File: src/rtl/core/uer_pkg.sv
// Shared constants and types for the ultrasonic echo ranger.
// No dependencies; uer_ctrl, uer_fifo and the top level import this package.
package uer_pkg;

    localparam int TRIG_W     = 10;
    localparam int TOUT_W     = 24;
    localparam int CFG_DATA_W = 24;
    localparam int CFG_IDX_W  = 1;

    localparam int FIFO_DEPTH_DEFAULT = 128;
    localparam int COUNT_BITS_DEFAULT = 24;

    localparam logic [TRIG_W-1:0] TRIGGER_TICKS_RESET = TRIG_W'(20);
    localparam logic [TOUT_W-1:0] TIMEOUT_TICKS_RESET = TOUT_W'(50000);

    typedef enum logic [CFG_IDX_W-1:0] {
        REG_TRIGGER_TICKS = 1'b0,
        REG_TIMEOUT_TICKS = 1'b1
    } cfg_reg_t;

    // Push request from the timing control to the result queue.
    typedef struct packed {
        logic push;
        logic is_timeout;
    } push_req_t;

endpackage

File: src/rtl/core/uer_ctrl.sv
// Trigger pulse, echo measurement and timeout timing for the echo ranger.
// Holds the configuration registers; depends on uer_pkg.
module uer_ctrl #(
    parameter int COUNT_BITS = 24
) (
    input  logic                        aclk,
    input  logic                        aresetn,
    input  logic                        cfg_we,
    input  logic [uer_pkg::CFG_IDX_W-1:0]  cfg_idx,
    input  logic [uer_pkg::CFG_DATA_W-1:0] cfg_wdata,
    input  logic                        accept,
    input  logic                        echo_level,
    input  logic                        start_request,
    output logic                        trigger_level,
    output uer_pkg::push_req_t          push_req,
    output logic [COUNT_BITS-1:0]       push_count
);
    import uer_pkg::*;

    logic [TRIG_W-1:0]     trigger_ticks_reg;
    logic [TOUT_W-1:0]     timeout_ticks_reg;
    logic                  echo_prev_reg, echo_prev_next;
    logic                  measuring_reg, measuring_next;
    logic [COUNT_BITS-1:0] elapsed_reg, elapsed_next;
    logic [TRIG_W-1:0]     trig_left_reg, trig_left_next;
    logic                  armed_reg, armed_next;
    logic [TOUT_W-1:0]     tout_left_reg, tout_left_next;

    always_ff @(posedge aclk) begin
        if (!aresetn) begin
            trigger_ticks_reg <= TRIGGER_TICKS_RESET;
            timeout_ticks_reg <= TIMEOUT_TICKS_RESET;
        end else if (cfg_we) begin
            unique case (cfg_reg_t'(cfg_idx))
                REG_TRIGGER_TICKS: trigger_ticks_reg <= cfg_wdata[TRIG_W-1:0];
                REG_TIMEOUT_TICKS: timeout_ticks_reg <= cfg_wdata[TOUT_W-1:0];
                default: ;
            endcase
        end
    end

    // Steps follow the tick order: start, echo edge, timeout, trigger.
    always_comb begin
        echo_prev_next = echo_prev_reg;
        measuring_next = measuring_reg;
        elapsed_next   = elapsed_reg;
        trig_left_next = trig_left_reg;
        armed_next     = armed_reg;
        tout_left_next = tout_left_reg;
        push_req       = '0;
        push_count     = '0;
        trigger_level  = 1'b0;
        if (accept) begin
            if (start_request) begin
                trig_left_next = trigger_ticks_reg;
                armed_next     = 1'b0;
            end

            if (echo_level && !echo_prev_reg) begin
                measuring_next = 1'b1;
                elapsed_next   = COUNT_BITS'(1);
            end else if (echo_level && measuring_reg) begin
                if (elapsed_reg != '1) begin
                    elapsed_next = elapsed_reg + 1'b1;
                end
            end else if (!echo_level && echo_prev_reg && measuring_reg) begin
                measuring_next = 1'b0;
                armed_next     = 1'b0;
                push_req.push  = 1'b1;
                push_count     = elapsed_reg;
            end
            echo_prev_next = echo_level;

            // A zero timeout length expires like a length of one.
            if (armed_next) begin
                if (tout_left_reg <= TOUT_W'(1)) begin
                    tout_left_next      = '0;
                    armed_next          = 1'b0;
                    push_req.push       = 1'b1;
                    push_req.is_timeout = 1'b1;
                    push_count          = '0;
                end else begin
                    tout_left_next = tout_left_reg - 1'b1;
                end
            end

            trigger_level = (trig_left_next != '0);
            if (trig_left_next != '0) begin
                if (trig_left_next == TRIG_W'(1)) begin
                    armed_next     = 1'b1;
                    tout_left_next = timeout_ticks_reg;
                end
                trig_left_next = trig_left_next - 1'b1;
            end else if (start_request) begin
                armed_next     = 1'b1;
                tout_left_next = timeout_ticks_reg;
            end
        end
    end

    always_ff @(posedge aclk) begin
        if (!aresetn) begin
            echo_prev_reg <= 1'b0;
            measuring_reg <= 1'b0;
            elapsed_reg   <= '0;
            trig_left_reg <= '0;
            armed_reg     <= 1'b0;
            tout_left_reg <= '0;
        end else begin
            echo_prev_reg <= echo_prev_next;
            measuring_reg <= measuring_next;
            elapsed_reg   <= elapsed_next;
            trig_left_reg <= trig_left_next;
            armed_reg     <= armed_next;
            tout_left_reg <= tout_left_next;
        end
    end

endmodule

File: src/rtl/core/uer_fifo.sv
// Ring queue of measurement results, one slot kept free, with pop logic.
// The store is a memory with a registered read port; depends on uer_pkg.
module uer_fifo #(
    parameter int FIFO_DEPTH = 128,
    parameter int COUNT_BITS = 24
) (
    input  logic                  aclk,
    input  logic                  aresetn,
    input  logic                  accept,
    input  logic                  pop_request,
    input  uer_pkg::push_req_t    push_req,
    input  logic [COUNT_BITS-1:0] push_count,
    output logic                  read_valid,
    output logic                  read_is_timeout,
    output logic [COUNT_BITS-1:0] read_ticks,
    output logic                  fifo_empty
);
    import uer_pkg::*;

    localparam int PTR_W   = (FIFO_DEPTH > 1) ? $clog2(FIFO_DEPTH) : 1;
    localparam int ENTRY_W = COUNT_BITS + 1;
    localparam logic [PTR_W:0] DEPTH_VAL = (PTR_W+1)'(FIFO_DEPTH);

    logic [ENTRY_W-1:0] store [FIFO_DEPTH];
    logic [ENTRY_W-1:0] mem_q_reg;
    logic [ENTRY_W-1:0] byp_data_reg;
    logic               byp_reg;
    logic [PTR_W-1:0]   rd_reg, rd_next;
    logic [PTR_W-1:0]   wr_reg, wr_next;
    logic [PTR_W-1:0]   wr_slot;
    logic               full, wr_en, was_empty, pop_ok;
    logic [ENTRY_W-1:0] entry_in, head, pop_entry;

    function automatic logic [PTR_W-1:0] next_slot(input logic [PTR_W-1:0] p);
        return (p == PTR_W'(FIFO_DEPTH - 1)) ? '0 : p + 1'b1;
    endfunction

    assign entry_in  = {push_req.is_timeout, push_count};
    assign wr_slot   = next_slot(wr_reg);
    assign full      = (wr_slot == rd_reg);
    assign wr_en     = accept && push_req.push && !full;
    assign wr_next   = wr_en ? wr_slot : wr_reg;
    assign was_empty = (rd_reg == wr_reg);
    assign pop_ok    = accept && pop_request && (rd_reg != wr_next);
    assign rd_next   = pop_ok ? next_slot(rd_reg) : rd_reg;

    // The head slot is read every cycle; a write to it in the same cycle is
    // forwarded through the bypass register.
    assign head      = byp_reg ? byp_data_reg : mem_q_reg;
    assign pop_entry = was_empty ? entry_in : head;

    always_comb begin
        read_valid      = pop_ok;
        read_is_timeout = 1'b0;
        read_ticks      = '0;
        if (pop_ok) begin
            read_is_timeout = pop_entry[COUNT_BITS];
            if (!pop_entry[COUNT_BITS]) begin
                read_ticks = pop_entry[COUNT_BITS-1:0];
            end
        end
    end
    assign fifo_empty = (rd_next == wr_next);

    always_ff @(posedge aclk) begin
        if (wr_en) begin
            store[wr_reg] <= entry_in;
        end
        mem_q_reg    <= store[rd_next];
        byp_data_reg <= entry_in;
    end

    always_ff @(posedge aclk) begin
        if (!aresetn) begin
            rd_reg  <= '0;
            wr_reg  <= '0;
            byp_reg <= 1'b0;
        end else begin
            rd_reg  <= rd_next;
            wr_reg  <= wr_next;
            byp_reg <= wr_en && (wr_reg == rd_next);
        end
    end

    a_ptr_range: assert property (@(posedge aclk) disable iff (!aresetn)
        ({1'b0, rd_reg} < DEPTH_VAL) && ({1'b0, wr_reg} < DEPTH_VAL))
        else $error("queue pointer outside the store");

    a_drop_keeps_ptr: assert property (@(posedge aclk) disable iff (!aresetn)
        accept && push_req.push && full |=> wr_reg == $past(wr_reg))
        else $error("dropped entry moved the write pointer");

    a_pop_has_entry: assert property (@(posedge aclk) disable iff (!aresetn)
        read_valid |-> !was_empty || wr_en)
        else $error("pop delivered from an empty queue");

endmodule

File: src/rtl/core/uer_outbuf.sv
// Two-entry result buffer: output register plus skid register.
// Lets the core take a new beat while a finished one waits; no dependencies.
module uer_outbuf #(
    parameter int DATA_W = 29
) (
    input  logic              aclk,
    input  logic              aresetn,
    input  logic              in_valid,
    output logic              in_ready,
    input  logic [DATA_W-1:0] in_data,
    output logic              out_valid,
    input  logic              out_ready,
    output logic [DATA_W-1:0] out_data
);
    logic              out_v_reg;
    logic              skid_v_reg;
    logic [DATA_W-1:0] out_d_reg;
    logic [DATA_W-1:0] skid_d_reg;
    logic              push, drain;

    assign in_ready  = !skid_v_reg;
    assign push      = in_valid && in_ready;
    assign drain     = out_v_reg && out_ready;
    assign out_valid = out_v_reg;
    assign out_data  = out_d_reg;

    always_ff @(posedge aclk) begin
        if (!aresetn) begin
            out_v_reg  <= 1'b0;
            skid_v_reg <= 1'b0;
        end else if (drain || !out_v_reg) begin
            if (skid_v_reg) begin
                out_v_reg  <= 1'b1;
                skid_v_reg <= push;
            end else begin
                out_v_reg <= push;
            end
        end else if (push) begin
            skid_v_reg <= 1'b1;
        end
    end

    always_ff @(posedge aclk) begin
        if (drain || !out_v_reg) begin
            if (skid_v_reg) begin
                out_d_reg <= skid_d_reg;
                if (push) begin
                    skid_d_reg <= in_data;
                end
            end else if (push) begin
                out_d_reg <= in_data;
            end
        end else if (push) begin
            skid_d_reg <= in_data;
        end
    end

endmodule

File: src/rtl/core/ultrasonic_echo_ranger.sv
// Ultrasonic echo ranger top level: trigger, echo timer, result queue, output buffer.
// A result beat is registered in the output register, or first in the skid register while that one is held.
// Throughput: one input beat per cycle while s_ready is high; the two-entry output buffer sets the stall depth.
// Reset (synchronous, aresetn low) clears timing state and queue pointers, and
// loads trigger_ticks 20 and timeout_ticks 50000; the store itself is not cleared.
module ultrasonic_echo_ranger #(
    parameter int FIFO_DEPTH = uer_pkg::FIFO_DEPTH_DEFAULT,
    parameter int COUNT_BITS = uer_pkg::COUNT_BITS_DEFAULT
) (
    input  logic                           aclk,
    input  logic                           aresetn,
    input  logic                           cfg_we,
    input  logic [uer_pkg::CFG_IDX_W-1:0]  cfg_idx,
    input  logic [uer_pkg::CFG_DATA_W-1:0] cfg_wdata,
    input  logic                           s_valid,
    output logic                           s_ready,
    input  logic                           s_echo_level,
    input  logic                           s_start_request,
    input  logic                           s_pop_request,
    output logic                           m_valid,
    input  logic                           m_ready,
    output logic                           m_trigger_level,
    output logic                           m_read_valid,
    output logic                           m_read_is_timeout,
    output logic [COUNT_BITS-1:0]          m_read_ticks,
    output logic                           m_fifo_empty,
    output logic                           m_data_pushed
);
    import uer_pkg::*;

    localparam int RES_W = COUNT_BITS + 5;

    logic                  accept;
    logic                  trigger_level;
    push_req_t             push_req;
    logic [COUNT_BITS-1:0] push_count;
    logic                  read_valid, read_is_timeout, fifo_empty;
    logic [COUNT_BITS-1:0] read_ticks;
    logic [RES_W-1:0]      res_data, res_out;

    assign accept = s_valid && s_ready;

    uer_ctrl #(
        .COUNT_BITS (COUNT_BITS)
    ) u_ctrl (
        .aclk          (aclk),
        .aresetn       (aresetn),
        .cfg_we        (cfg_we),
        .cfg_idx       (cfg_idx),
        .cfg_wdata     (cfg_wdata),
        .accept        (accept),
        .echo_level    (s_echo_level),
        .start_request (s_start_request),
        .trigger_level (trigger_level),
        .push_req      (push_req),
        .push_count    (push_count)
    );

    uer_fifo #(
        .FIFO_DEPTH (FIFO_DEPTH),
        .COUNT_BITS (COUNT_BITS)
    ) u_fifo (
        .aclk            (aclk),
        .aresetn         (aresetn),
        .accept          (accept),
        .pop_request     (s_pop_request),
        .push_req        (push_req),
        .push_count      (push_count),
        .read_valid      (read_valid),
        .read_is_timeout (read_is_timeout),
        .read_ticks      (read_ticks),
        .fifo_empty      (fifo_empty)
    );

    assign res_data = {trigger_level, read_valid, read_is_timeout, read_ticks,
                       fifo_empty, push_req.push};

    uer_outbuf #(
        .DATA_W (RES_W)
    ) u_outbuf (
        .aclk      (aclk),
        .aresetn   (aresetn),
        .in_valid  (s_valid),
        .in_ready  (s_ready),
        .in_data   (res_data),
        .out_valid (m_valid),
        .out_ready (m_ready),
        .out_data  (res_out)
    );

    assign m_trigger_level   = res_out[RES_W-1];
    assign m_read_valid      = res_out[RES_W-2];
    assign m_read_is_timeout = res_out[RES_W-3];
    assign m_read_ticks      = res_out[COUNT_BITS+1:2];
    assign m_fifo_empty      = res_out[1];
    assign m_data_pushed     = res_out[0];

endmodule
File: config.mk
export PLATFORM = sky130hd
export DESIGN_NAME = ultrasonic_echo_ranger
export DESIGN_NICKNAME = d
export VERILOG_FILES = /design/src/rtl/core/uer_pkg.sv /design/src/rtl/core/uer_ctrl.sv /design/src/rtl/core/uer_fifo.sv /design/src/rtl/core/uer_outbuf.sv /design/src/rtl/core/ultrasonic_echo_ranger.sv
export SDC_FILE = /design/constraint.sdc
export NUM_CORES = 2
export LEC_CHECK = 0
export ABC_AREA = 1
export BUFFER_PORTS_ARGS = -buffer_cell sky130_fd_sc_hd__buf_4
export CAP_MARGIN = 20
export CORE_ASPECT_RATIO = 0.9
export CORE_UTILIZATION = 60
export CTS_CLUSTER_DIAMETER = 120
export DETAILED_ROUTE_END_ITERATION = 8
export PLACE_DENSITY = 0.81
export SYNTH_ARGS = -nofsm -noshare
export SYNTH_HDL_FRONTEND = slang
export SYNTH_SLANG_ARGS = --single-unit
File: constraint.sdc
create_clock -name aclk -period 7.7 [get_ports aclk]
set_clock_uncertainty 0.2 [all_clocks]
set_input_delay 1.54 -clock aclk [delete_from_list [all_inputs] [get_ports aclk]]
set_output_delay 1.54 -clock aclk [all_outputs]
set_load 0.01 [all_outputs]
After elaboration in Yosys (flattened, before gate mapping):

Memories as Yosys holds them, arrays and structs flattened. A register that Yosys moved wholly into a read port is not among the register bits.
Cells that the tools add are included.

* RAM bits: 3200
* flip-flop bits (word level): 195
* latch bits: 0
* memories: 1
* input bits: 33
* bits in read-only memories: 0

Memory list
* u_fifo.store: depth 128, width 25, read ports 1, clocked after Yosys merged registers in 1, write ports 1, RTL line uer_fifo.sv:24 `logic [ENTRY_W-1:0] store [FIFO_DEPTH];`

* shifts and indexed selects: 0
* equality and inequality tests: 11
* $lt $le $gt $ge: 1
* multiplexer cells: 56
* div/mod/pow operators: 0
* multipliers: 0
* reduce and logical (&&, ||, !) cells: 28
* bitwise gates (word level): 1
* add/subtract/negate cells: 5

Operators by type and width (number)
* two-way mux 24 bit: 16
* two-way mux 29 bit: 5
* two-way mux 25 bit: 2
* two-way mux 10 bit: 3
* equality test 7 bit: 4
* two-way mux 7 bit: 4
* adder 24 x 1 -> 24 bit, second input constant: 1
* <= comparator 24 x 1 -> 1 bit, second input constant: 1
* inequality test 24 bit, second input constant: 1
* subtractor 24 x 1 -> 24 bit, second input constant: 1
* two-way mux 1 bit: 23
* adder 7 x 1 -> 7 bit, second input constant: 2
* equality test 7 bit, second input constant: 2
* logical AND 1 bit: 11
* equality test 10 x 1 -> 1 bit, second input constant: 1
* nonzero test 10 bit: 1
* nonzero test 2 bit: 5
* subtractor 10 x 1 -> 10 bit, second input constant: 1
* inequality test 7 bit: 1
* two-way mux 2 bit: 3
* AND reduction 2 bit: 3
* AND reduction 3 bit: 2
* zero test 1 bit: 5
* inequality test 2 x 1 -> 1 bit, second input constant: 2
* 2 further kinds: 2

Logic depth before layout (Yosys ltp):

* depth in word-level cells: 19
* depth in mapped cells: 32
* mapped depth without buffers: 29

By module:

A second synthesis with hierarchy kept.

* cells, all modules: 12161
* area, all modules: 140534.8 um^2

Modules (own cells, without submodules)
* uer_fifo: cells an instance 10889, instances 1, area an instance 131720.1 um^2
* uer_ctrl: cells an instance 1106, instances 1, area an instance 6552.5 um^2
* uer_outbuf: cells an instance 164, instances 1, area an instance 2254.7 um^2
* ultrasonic_echo_ranger: cells an instance 2, instances 1, area an instance 7.5 um^2

Least setup slack after synthesis:

Ideal clock, no wire load.

* path type: input to register
* start: input port s_valid
* end: memory u_fifo.store[0][15] (netlist name), data pin
* setup slack: 1412 ps
* arrival: 5280 ps
* cell stages on the path: 7
* data required time: 6692 ps
* buffers on the path: 1
* cell sequence: inv_1 -> nor2_2 -> nand3_1 -> nor2_1 -> inv_2 -> clkbuf_1 -> nor2_1

* longest elaborated chain between the ends: 2

RTL lines
* start: declaration: RTL line ultrasonic_echo_ranger.sv:15 `input logic s_valid,`
* logical AND 1 bit: RTL line ultrasonic_echo_ranger.sv:41 `assign accept = s_valid && s_ready;`
* two-way mux 24 bit: RTL line uer_ctrl.sv:53 `if (accept) begin`
* named net push_count[15]: RTL line ultrasonic_echo_ranger.sv:36 `logic [COUNT_BITS-1:0] push_count;`
* end: declaration: RTL line uer_fifo.sv:24

The timed path passes the listed nets, and every way through them passes these cells.

Final worst setup path:

* start: register u_fifo.wr_reg[0]
* end: register u_fifo.mem_q_reg[14] (read register of u_fifo.store)

* longest elaborated chain between the ends: 9
* elaborated cells between the ends (all ways): 10

RTL lines
* start: declaration: RTL line uer_fifo.sv:29 `logic [PTR_W-1:0] wr_reg, wr_next;`
* start signal: assignment: RTL line uer_fifo.sv:80 `wr_reg <= wr_next;`
* adder 7 x 1 -> 7 bit or equality test 7 bit (tied branches): RTL line uer_fifo.sv:35 `return (p == PTR_W'(FIFO_DEPTH - 1)) ? '0 : p + 1'b1;`
* two-way mux 7 bit: RTL line uer_fifo.sv:35
* equality test 7 bit: RTL line uer_fifo.sv:40 `assign full = (wr_slot == rd_reg);`
* zero test 1 bit: RTL line uer_fifo.sv:41 `assign wr_en = accept && push_req.push && !full;`
* logical AND 1 bit: RTL line uer_fifo.sv:41
* two-way mux 7 bit *: RTL line uer_fifo.sv:42 `assign wr_next = wr_en ? wr_slot : wr_reg;`
* inequality test 7 bit *: RTL line uer_fifo.sv:44 `assign pop_ok = accept && pop_request && (rd_reg != wr_next);`
* logical AND 1 bit *: RTL line uer_fifo.sv:44
* two-way mux 7 bit *: RTL line uer_fifo.sv:45 `assign rd_next = pop_ok ? next_slot(rd_reg) : rd_reg;`
* end: declaration: RTL line uer_fifo.sv:25 `logic [ENTRY_W-1:0] mem_q_reg;`

Mark *: on every way between the ends. The rest lies on a longest branch, timed or not.
A chain may end at the register's enable or synchronous reset.

==> metrics.yaml <==
antenna_found_initial: 14
critPathMaxFanout: 52
fill_cells: 15500
drt_first_pass_iters: 7
reg2regPathDepth: 30
avgSynthCellArea_um2: 11.7
final_period_minus_worst_setup_slack_ns: 7.16
slew_violations: 0
grt_usage_pct: 35.2
multi_input_area_um2: 34200
port_buffers: 63
cts-root-buf: "clkbuf_16"
start_kind: "flop"
outcome: "finished clean"
pre_cts_ws_ns: 0.315
worst-setup-path-type: "reg2reg"
largest_reg_flops: 3200
hold_path.class: "reg2reg"
cts_tree: "done"
drive_above_1_share_pct: 8.66
ios: 64
rsz0062_at_grt: "no"
power_leakage_uw: 0.0535
cts_htree_levels: 5
slew_headroom_pct: 16.7
synth_fp_nets: 12000
clk_pin_slew_ns: 0.06
p_per_area_nw_per_um2: 275
avgViaCountPerCell: 6.62
rows: 167
cts_hold_buf: 0
ys_seq_area_share_pct: 72.4
async_reset_ff_share_pct: 0
syn-cell-area_um2: 140000
cp.required_ns: 8.39
finalHoldViolCount: 0
ff_latch_area_um2: 101000
grt_max_degree: 128
antenna_left: 0
ys.flop_type: "edfxtp_1"
design.core.area_um2: 231000
design_area_um2: 154000
synthTopCellsByArea: "edfxtp_1, nand3_1, nand2_1"
initial_core_util_pct: 60.5
hpwl_um: 226000
die_w_um: 510
r2r_start: "u_fifo.wr_reg[0]"
clock_path_buffers: 4
finalWirelength_um: 417000
syn_inst: 12000
yosys.area.top_type: "edfxtp_1"
drv_cap: 0
drc_errors: 0
clock_latency_ns: 0.98
cp-endpoint: "u_fifo.mem_q_reg[14]"
place_congestion: 0.940
cts_resized: 0
final_nets: 11900
ys_top_cells_by_count: "nand3_1, nand2_1, edfxtp_1, buf_2, nor2_1"
min_period_over_period_pct: 92.9
die_h_um: 459
vias: 101000
yosysWarnings: 0
regToRegEndpoint: "u_fifo.mem_q_reg[14]"
hold_slack_ns: 0.270
synth_edf_count: 3258
ir_drop_uv: 263
crit_path_max_incr_delay_ns: 0.69
grt-ovfl-total: 0
postCtsSetupBuffers: 0
syn2layout_area_growth_pct: 10.5
grt_pass1_vias: 96000
fin_ws_ns: 0.543
crit_slowest_cell: "dfxtp_1"
setup_viol: 0
die_area_um2: 234000
critPathMostFrequentCell: "nand2_1"
worstMarginPinSlew_ns: 1.25
synth.top_cell.area_share_pct: 70.1
wl_per_cell_um: 27.4
cts_inserted_buffers: 339
yosysMostFrequentCell: "nand3_1"
fin_setup_tns_ns: 0
worstPathArrival_ns: 7.84
drt-initial-drc-count: 18800
clock_sinks: 3420
r2r_slack_ns: 0.54
grt_pass1_wl_um: 606000
place_area_um2: 144000
startpoint: "u_fifo.wr_reg[0]"
ys_ff_latch: 3420
synth_cell_types: 45
cp-end-kind: "flop"
fmax_ghz: 0.140
-- through the flow --
stage / utilization [%] / power (uW) / std cells
after detailed placement: 62.3 / 26600 / 14600
final: 66.8 / 42400 / 15200
after global routing: 66.8 / 43500 / 15200
after floorplan: - / 24600 / 12000
after global placement: 62.3 / 26500 / 14600
after CTS: 66.8 / 42200 / 15200
-- worst min-delay path by stage --
stage	start	to	slack (ns)	cells after the start
5_1_grt	u_ctrl.trigger_ticks_reg[4]	u_ctrl.trigger_ticks_reg[4]	0.30	2
2_1_floorplan	u_ctrl.trigger_ticks_reg[4]	u_ctrl.trigger_ticks_reg[4]	0.22	2
3_3_place_gp	u_ctrl.trigger_ticks_reg[4]	u_ctrl.trigger_ticks_reg[4]	0.24	2
4_1_cts	u_ctrl.trigger_ticks_reg[4]	u_ctrl.trigger_ticks_reg[4]	0.27	2
3_5_place_dp	u_ctrl.trigger_ticks_reg[4]	u_ctrl.trigger_ticks_reg[4]	0.25	2
6_report	u_ctrl.trigger_ticks_reg[4]	u_ctrl.trigger_ticks_reg[4]	0.27	2
-- per-layer routing --
layer / part of all wire [%] / wire, um / global-route usage, % / vias up
met4: 6.3 / 26100 / 19.6 / 10
li1: - / - / - / 42400
met1: 34 / 141000 / 46.5 / 47800
met5: 0.017 / 72 / 0 / -
met2: 44 / 182000 / 51.7 / 8870
met3: 16 / 66800 / 11.4 / 1563
-- power breakdown --
part           internal (uW)  leakage [uW]  switching, uW
registers              20200        0.0274            156
clock network           9010       0.00505           6820
logic                   1660        0.0210           4570
total                  30800        0.0535          11600
-- layout by cell type (no fill, tap or decap), drive strengths merged, types with 32 or more instances in the layout --
cell type / synthesis / final
a21oi: 71 / 71
buf: 624 / 398
clkbuf: 169 / 437
clkinv: 3 / 117
dfxtp: 162 / 162
edfxtp: 3258 / 3258
inv: 219 / 222
nand2: 3360 / 3360
nand3: 3462 / 3462
nor2: 351 / 351
nor3: 32 / 32
o21ai: 103 / 103
-- critical path, delay by kind of cell (launching register included) --
kind / cells / cell delay, ns
AND/OR/NAND/NOR: 26 / 4.72
buffers and inverters: 3 / 0.92
flip-flops: 1 / 0.69
adder cells (fa/ha/maj): 1 / 0.43
-- kinds of logic (layout without fill, tap and decap cells) --
group                      count (synthesis)  count (layout)  share of synthesized area [%]
and+or+nand+nor                         7260            7260                           22.8
adders and majority gates                  7               7                         0.0628
AOI/OAI and AO/OA                        231             231                          0.949
buffers and inverters                   1015            1208                           3.54
DFF                                     3420            3420                           72.4
muxes                                      2               2                         0.0143
xor gates and xnor gates                  25              25                          0.157
other                                      0               7                              0
-- area by class of cell --
type                    count  area share [%]
diodes                      7          0.0114
clock buffers             437            5.85
clock inverters           151           0.872
inverters                 222           0.553
multi-input cells        7525            22.2
flip-flops and latches   3420            65.6
well taps                3042            2.47
repair buffers            398            2.52
No activity file was read; power rests on OpenSTA's default activity.
